===== src/design/lphm_pkg.sv =====
package lphm_pkg;

   // Default table size: 2^LG_SLOTS slots.
   localparam int LG_SLOTS_DEFAULT = 12;

   // Widths of the request and response fields.
   localparam int REQ_TYPE_W = 2;
   localparam int KEY_W      = 64;
   localparam int HASH_W     = 32;
   localparam int TARGET_W   = 12;
   localparam int STATUS_W   = 3;
   localparam int SLOT_W     = 12;

   // Stream word widths; the tdata widths are padded to whole bytes.
   localparam int REQ_TDATA_W = 112;
   localparam int REQ_TUSER_W = REQ_TYPE_W;
   localparam int RSP_TDATA_W = 16;
   localparam int RSP_TUSER_W = STATUS_W;

   // Request kinds.
   localparam logic [REQ_TYPE_W-1:0] REQ_INSERT = 2'd0;
   localparam logic [REQ_TYPE_W-1:0] REQ_REMOVE = 2'd1;
   localparam logic [REQ_TYPE_W-1:0] REQ_QUERY  = 2'd2;
   localparam logic [REQ_TYPE_W-1:0] REQ_CLEAR  = 2'd3;

   // Response status codes.
   localparam logic [STATUS_W-1:0] STATUS_DONE    = 3'd0;
   localparam logic [STATUS_W-1:0] STATUS_DUP     = 3'd1;
   localparam logic [STATUS_W-1:0] STATUS_MISS    = 3'd2;
   localparam logic [STATUS_W-1:0] STATUS_FULL    = 3'd3;
   localparam logic [STATUS_W-1:0] STATUS_INVALID = 3'd4;
   localparam logic [STATUS_W-1:0] STATUS_EMPTY   = 3'd5;

   // Verdict of the shared step unit on one table entry.
   typedef struct packed {
      logic slot_empty;  // entry holds the empty key
      logic key_match;   // entry holds the key being looked up
      logic stays;       // entry's home lies cyclically in (hole, cur]
   } step_flags_type;

endpackage


===== src/design/lphm_step.sv =====
module lphm_step #(
   parameter int LG_SLOTS = lphm_pkg::LG_SLOTS_DEFAULT
) (
   input  logic [lphm_pkg::KEY_W-1:0] entry_key,
   input  logic [LG_SLOTS-1:0]        entry_home,
   input  logic [lphm_pkg::KEY_W-1:0] lookup_key,
   input  logic [LG_SLOTS-1:0]        hole_slot,
   input  logic [LG_SLOTS-1:0]        cur_slot,
   output lphm_pkg::step_flags_type   flags,
   output logic [LG_SLOTS-1:0]        next_slot
);

   logic home_after_hole;
   logic home_upto_cur;

   // Key compares against the empty key and the key being searched.
   assign flags.slot_empty = (entry_key == '0);
   assign flags.key_match  = (entry_key == lookup_key);

   // An entry stays put when its home lies cyclically in (hole, cur].
   assign home_after_hole = (hole_slot < entry_home);
   assign home_upto_cur   = (entry_home <= cur_slot);

   assign flags.stays = (hole_slot <= cur_slot) ? (home_after_hole && home_upto_cur)
                                                : (home_after_hole || home_upto_cur);

   // Probe advance wraps naturally at the table size.
   assign next_slot = cur_slot + 1'b1;

endmodule


===== config.mk =====
export PLATFORM = sky130hd
export DESIGN_NAME = lphm_step
export DESIGN_NICKNAME = d
export VERILOG_FILES = /design/src/design/lphm_pkg.sv /design/src/design/lphm_step.sv
export SDC_FILE = /design/constraint.sdc
export NUM_CORES = 1
export LEC_CHECK = 0
export ABC_CLOCK_PERIOD_IN_PS = 1700
export BUFFER_PORTS_ARGS = -buffer_cell sky130_fd_sc_hd__buf_2
export CAP_MARGIN = 20
export CORE_UTILIZATION = 35
export DETAILED_ROUTE_END_ITERATION = 10
export GPL_TIMING_DRIVEN = 0
export MAX_ROUTING_LAYER = met4
export PLACE_DENSITY = 0.81
export SLEW_MARGIN = 20
export SYNTH_ARGS = -nofsm -noshare
export SYNTH_HDL_FRONTEND = slang
export SYNTH_SLANG_ARGS = --single-unit

===== constraint.sdc =====
create_clock -name vclk -period 1.7
set_input_delay 0.34 -clock vclk [all_inputs]
set_output_delay 0.34 -clock vclk [all_outputs]
set_load 0.1 [all_outputs]

# Yosys cells after proc, flatten, opt, wreduce, memory -nomap -nowiden
# Cells that the tools add are included.
[totals]
elab_cells = 9
out_inout_bits = 15
in_bits = 164
ff_bits = 0
[classes]
eq_ne = 1
n_lt_le_gt_ge = 3
n_reduce_logical = 3
addsub = 1
n_mux = 1
[ops]
columns = ["cell", "n"]
rows = [
  ["$eq A64 B64 Y1", 1],
  ["$logic_not A64 Y1", 1],
  ["$le A12 B12 Y1", 2],
  ["$add A12 B1 Y12 const B", 1],
  ["$lt A12 B12 Y1", 1],
  ["$logic_and A1 B1 Y1", 1],
  ["$logic_or A1 B1 Y1", 1],
  ["$mux W1", 1],
]

# Logic depth before layout (Yosys ltp)
# Gate-level depths: netlist of the first run.
[logic_depth]
ltp_word = 3
ltp_mapped = 8
depth_no_buf = 8

# Worst setup path after synthesis of the first run
# OpenSTA, ideal clock, no wires.
[synth_path]
path_kind = "in2out"
start = "in entry_key[17] in the netlist's numbering"
end = "out flags[1] in the netlist's numbering"
path_stages = 4
setup_slack_ps = -2438
required_time_ps = 1360
arrival_ps = 3798
cell_sequence = "xor2_1 nor4_1 nand4_1 nor4_1"
[synth_lines]
columns = ["element", "line_no", "source"]
rows = [
  ["start: declaration", "lphm_step.sv:4", "input logic [lphm_pkg::KEY_W-1:0] entry_key,"],
  ["end: declaration", "lphm_step.sv:9", "output lphm_pkg::step_flags_type flags,"],
]

==> results by group, run 1 <==
Status
  – Status: finished, violations left
  – Failing checks: setup timing

Placed design
  – DP HPWL: 6850 um
  – Pre-CTS setup slack: -0.959 ns
  – Port Buffer Count: 179
  – Gpl congestion: 0.866
  – Placed Area: 3190 um2

Drt
  – Drt total wl: 9250 um
  – WL/cell: 18.4 um
  – DRC violations left: 0
  – DR pass1 iterations: 4
  – Via Count: 2774
  – Iteration-0 DRC Markers: 118
  – DR vias/cell: 5.51
  – Routed Antenna Nets: 0

STA
  – FMAX: 421 MHz
  – Final Slew Violations: 0
  – Setup-failing EPs final: 8
  – Final min period: 2.37 ns
  – Unrepaired setup endpoints after global routing: true
  – WHS: 1.03 ns
  – Final worst setup slack: -0.673 ns
  – Worst Max-Slew Pin Slew: 0.485 ns
  – Final period utilization: 140%
  – Slew headroom: 67.9%
  – Final hold vios: 0

Layout
  – Design area: 3790 um2
  – Area delta synth->final: 105%
  – Core Util, Final: 74.2%
  – Sequential Area: 0 um2
  – Post-layout net count: 634
  – Sequential cell count: 0
  – Clock buffers: 0
  – Layout cell share with drive strength beyond 1: 58.6%

Power and ir drop
  – Pleak: 1.88 nW
  – Clock Power Share: 0%
  – Pint: 0.490 mW
  – Peak VDD IR: 0.209 mV
  – Switching Share: 56.2%
  – PwrDens: 295 nW/um2
  – Logic gate share of total power: 100.0%
  – Power share of the sequential group: 0%
  – Switching power: 0.627 mW
  – Total Power: 1.12 mW

Critical path
  – Critical Path RT: 1.36 ns
  – Worst-path fanout max: 3
  – Worst setup SP type: input port
  – Crit-path max cell delay: 0.36 ns
  – Crit-path slowest cell: maj3_4
  – Cell family with most CP delay: adder cells
  – Critical Setup Path Class: input port to output port
  – Cell Chain, Critical Path: buf_6, inv_2, ha_1, nand4_1, nor2_2, o21ai_1, a32o_2, maj3_4, buf_12
  – Buf/Inv on CP: 3
  – Arrival time worst endpoint: 2.03 ns
  – Endpoint class of the critical path: output port

Flow run
  – Max Cap Viol: 0

Synth
  – Cell with the most instances after synthesis: xor2_1
  – Distinct cells, synth: 26
  – Synth top area share: 30.8%
  – Synthesized Nets: 444
  – Post-synth top area cell: xor2_1
  – Register area share after synthesis: 0%
  – YS warnings: 0
  – Area contributors post-synth: xor2_1 31%, ha_1 24%, nor4_1 12%, inv_1 5.5%, nand4_1 4.7%
  – Synth cell count leaders: 65 x xor2_1, 36 x ha_1, 35 x nor4_1
  – Netlist Area Pre-Place: 1850 um2
  – Mapped Cells: 244
  – Syn avg cell area: 7.58 um2

GRT
  – Vias in the first global route: 2775
  – Largest net degree at the start of global routing: 8
  – Initial antenna violation count: 1
  – First-pass GRT wire length: 12500 um
  – GRT Total Usage: 30.5%
  – GR Overflow Total: 0

Floorplan
  – Core area: 5110 um2
  – Initial Util: 36.2%
  – Height of the die: 74.7 um
  – Die Width: 74.7 um
  – Die ar.: 5580 um2
  – # IOs: 179
  – Rows: 26

Worst hold path
  – Hold Crit Class: input port to output port

CTS
  – Hold buffers post-CTS: 0
[power groups by stage]
stage / Combinational (mW) / Sequential [mW] / Clock [mW]
2_1_floorplan: 0.519 / 0 / 0
3_3_place_gp: 0.875 / 0 / 0
3_5_place_dp: 0.895 / 0 / 0
4_1_cts: 1.03 / 0 / 0
5_1_grt: 1.18 / 0 / 0.0000000788
6_report: 1.12 / 0 / 0.0000000788
[path summary, 6_finish.rpt]
kind | from | to | slack, ns | cells past startpoint
worst min-delay path | cur_slot[9] | next_slot[9] | 1.03 | 3
worst max-delay path | cur_slot[9] | flags[0] | -0.67 | 9
[area by class of cell]
type | count | area [um2]
timing repair buffer | 188 | 1260
antenna | 1 | 2.50
tap | 70 | 87.6
multi-input combinational | 216 | 2300
fill | 344 | 1320
inverter | 28 | 133
[metrics by stage]
step,TNS (ns),std cells
finish,-2.01,503
global route,-2.51,503
CTS,-2.11,501
detailed placement,-5.56,493
global placement,-5.36,493
floorplan,-2.37,244
[cell usage in the layout, fill, tap and decap left out, types with 5 or more instances in the layout]
cell type  Yosys  routed
nor4_2         0      12
a21o_1         6       6
nand4_1       14      14
ha_4           0       6
xnor2_4        0       9
nand3_1        9       7
buf_4          0       8
xor2_1        65      64
inv_2          1       5
buf_6          0      17
buf_2          0     146
nor4_1        35      15
a21oi_1       13       9
buf_12         0      11
nor4_4         0       8
inv_1         27      18
ha_1          36      30
[metal layers]
layer / part of all wire, % / GRT usage (%) / wire, um / vias to the layer above
li1: - / - / - / 1282
met4: 5.3 / 14.3 / 486 / 0
met5: 0 / - / 0 / -
met1: 33 / 28.7 / 3020 / 1281
met3: 6.1 / 3.35 / 560 / 47
met2: 56 / 60.9 / 5180 / 164
[cell families (layout without fill, tap and decap cells)]
kind of cell,Yosys count,in the layout,synth area share (%)
AOI/OAI and AO/OA,29,29,9.27
adders and majority gates,37,37,25.0
and+or+nand+nor,76,76,25.0
buffers and inverters,28,216,5.68
other,0,1,0
xor gates and xnor gates,74,74,35.0
[repair_timing]
action,CTS,global route
gates cloned,0,0
buffers inserted,8,1
pin swaps,21,14
gates resized for setup,88,39
endpoints found under the setup margin,12,13
Note: power is estimated with default switching activity, not from simulation.
==> run 2, diff against run 1 <==
CORE_ASPECT_RATIO = 1.5   (was not set)
==> run 2 against run 1 <==
Effect of this change:
- the run still ends with setup timing left
- fmax is 1.8% lower
- cell area grew 2.8%
- critical path depth did not move
- critical path type unchanged
- largest power group unchanged
- highest routed layer unchanged
==> results by group, run 2 (synthesis results as in run 1) <==
Status
  – Status: finished, violations left (unchanged)
  – Failing checks: setup timing (unchanged)

STA
  – Worst Max-Slew Pin Slew: 0.492 ns (was 0.485 ns)
  – Setup-failing EPs final: 10 (was 8)
  – Final min period: 2.42 ns (was 2.37 ns)
  – FMAX: 414 MHz (was 421 MHz)
  – Slew headroom: 67.4% (was 67.9%)
  – Final period utilization: 142% (was 140%)
  – WHS: 1.03 ns (about the same)
  – Final hold vios: 0 (unchanged)
  – Unrepaired setup endpoints after global routing: true (unchanged)
  – Final Slew Violations: 0 (unchanged)
  – Final worst setup slack: -0.718 ns (was -0.673 ns)

Floorplan
  – Initial Util: 36.1% (was 36.2%)
  – Die ar.: 5580 um2 (about the same)
  – Core area: 5120 um2 (was 5110 um2)
  – Height of the die: 91.0 um (was 74.7 um)
  – # IOs: 179 (unchanged)
  – Die Width: 61.4 um (was 74.7 um)
  – Rows: 32 (was 26)

GRT
  – GR Overflow Total: 0 (unchanged)
  – GRT Total Usage: 33.5% (was 30.5%)
  – Largest net degree at the start of global routing: 8 (unchanged)
  – First-pass GRT wire length: 13400 um (was 12500 um)
  – Vias in the first global route: 2945 (was 2775)
  – Initial antenna violation count: 0 (was 1)

Drt
  – WL/cell: 18.6 um (was 18.4 um)
  – Routed Antenna Nets: 0 (unchanged)
  – DRC violations left: 0 (unchanged)
  – Iteration-0 DRC Markers: 141 (was 118)
  – DR vias/cell: 5.46 (was 5.51)
  – DR pass1 iterations: 5 (was 4)
  – Via Count: 2757 (was 2774)
  – Drt total wl: 9370 um (was 9250 um)

Layout
  – Sequential cell count: 0 (unchanged)
  – Number of fill cells in the layout: 362 (was 344)
  – Layout cell share with drive strength beyond 1: 60.2% (was 58.6%)
  – Clock buffers: 0 (unchanged)
  – Ant. Diodes: 0 (was 1)
  – Area delta synth->final: 111% (was 105%)
  – Post-layout net count: 639 (was 634)
  – Sequential Area: 0 um2 (unchanged)
  – Commonest non-fill, non-tap cells in the layout: 147 x buf_2, 60 x xor2_1, 30 x ha_1 (was 146 x buf_2, 64 x xor2_1, 30 x ha_1)
  – Most common cell after layout, fill and taps aside: buf_2 (unchanged)
  – Core Util, Final: 76.0% (was 74.2%)

Critical path
  – Worst-path fanout max: 4 (was 3)
  – Arrival time worst endpoint: 2.08 ns (was 2.03 ns)
  – Worst setup SP type: input port (unchanged)
  – Endpoint class of the critical path: output port (unchanged)
  – Critical Setup Path Class: input port to output port (unchanged)
  – Critical Path RT: 1.36 ns (about the same)

Placed design
  – Gpl congestion: 0.866 (about the same)
  – Port Buffer Count: 179 (unchanged)
  – DP HPWL: 7510 um (was 6850 um)

Power and ir drop
  – Peak VDD IR: 0.206 mV (was 0.209 mV)
  – Pleak: 1.92 nW (was 1.88 nW)
  – PwrDens: 291 nW/um2 (was 295 nW/um2)

CTS
  – Hold buffers post-CTS: 0 (unchanged)

Flow run
  – Max Cap Viol: 0 (unchanged)

Worst hold path
  – Hold Crit Class: input port to output port (unchanged)
==> run 2: worst paths after layout <==
path,startpoint,end,slack (ns),cells after the start
setup / recovery,cur_slot[7],flags[0],-0.72,9
hold / removal,cur_slot[5],next_slot[5],1.03,3
==> run 2: power by group <==
part / leakage (nW) / switching, mW / internal [mW]
clock network: 0 / 0 / 0
registers: 0 / 0 / 0
logic: 1.92 / 0.636 / 0.497
total: 1.92 / 0.636 / 0.497
==> run 2: through the flow <==
step | setup TNS, ns | std cells | worst slack [ns] | power, mW | instance area [um2]
3_5_place_dp | -5.63 | 491 | -0.903 | 0.901 | 3190
2_1_floorplan | -2.37 | 244 | -0.674 | 0.519 | 2210
6_report | -2.09 | 505 | -0.718 | 1.13 | 3900
3_3_place_gp | -5.46 | 491 | -0.886 | 0.878 | 3190
4_1_cts | -1.67 | 500 | -0.608 | 1.04 | 3650
5_1_grt | -2.48 | 505 | -0.731 | 1.20 | 3900
==> run 2: cell type report <==
type	instances	area, um2	share of cell area (%)
inverters	28	135	3.47
multi-input cells	216	2360	60.7
repair buffers	193	1310	33.7
well taps	68	85.1	2.18
==> run 2: what timing repair did <==
| item | in CTS | in global routing |
|---|---|---|
| pin swaps | 29 | 31 |
| endpoints found under the setup margin | 12 | 12 |
| buffers inserted | 9 | 7 |
| gates resized for setup | 94 | 41 |
==> run 2: critical path, cell delays in order <==
cell,delay (ns)
buf_2,0.16
inv_2,0.12
ha_1,0.32
a21oi_1,0.25
a21oi_1,0.12
nor2_1,0.11
a31oi_1,0.11
maj3_4,0.37
buf_12,0.17
==> run 2: per-layer routing <==
layer / global-route usage [%] / part of all wire [%]
met5: - / 0
met4: 13.3 / 4.6
met3: 4.13 / 7.8
met2: 64.7 / 56
met1: 30.9 / 32
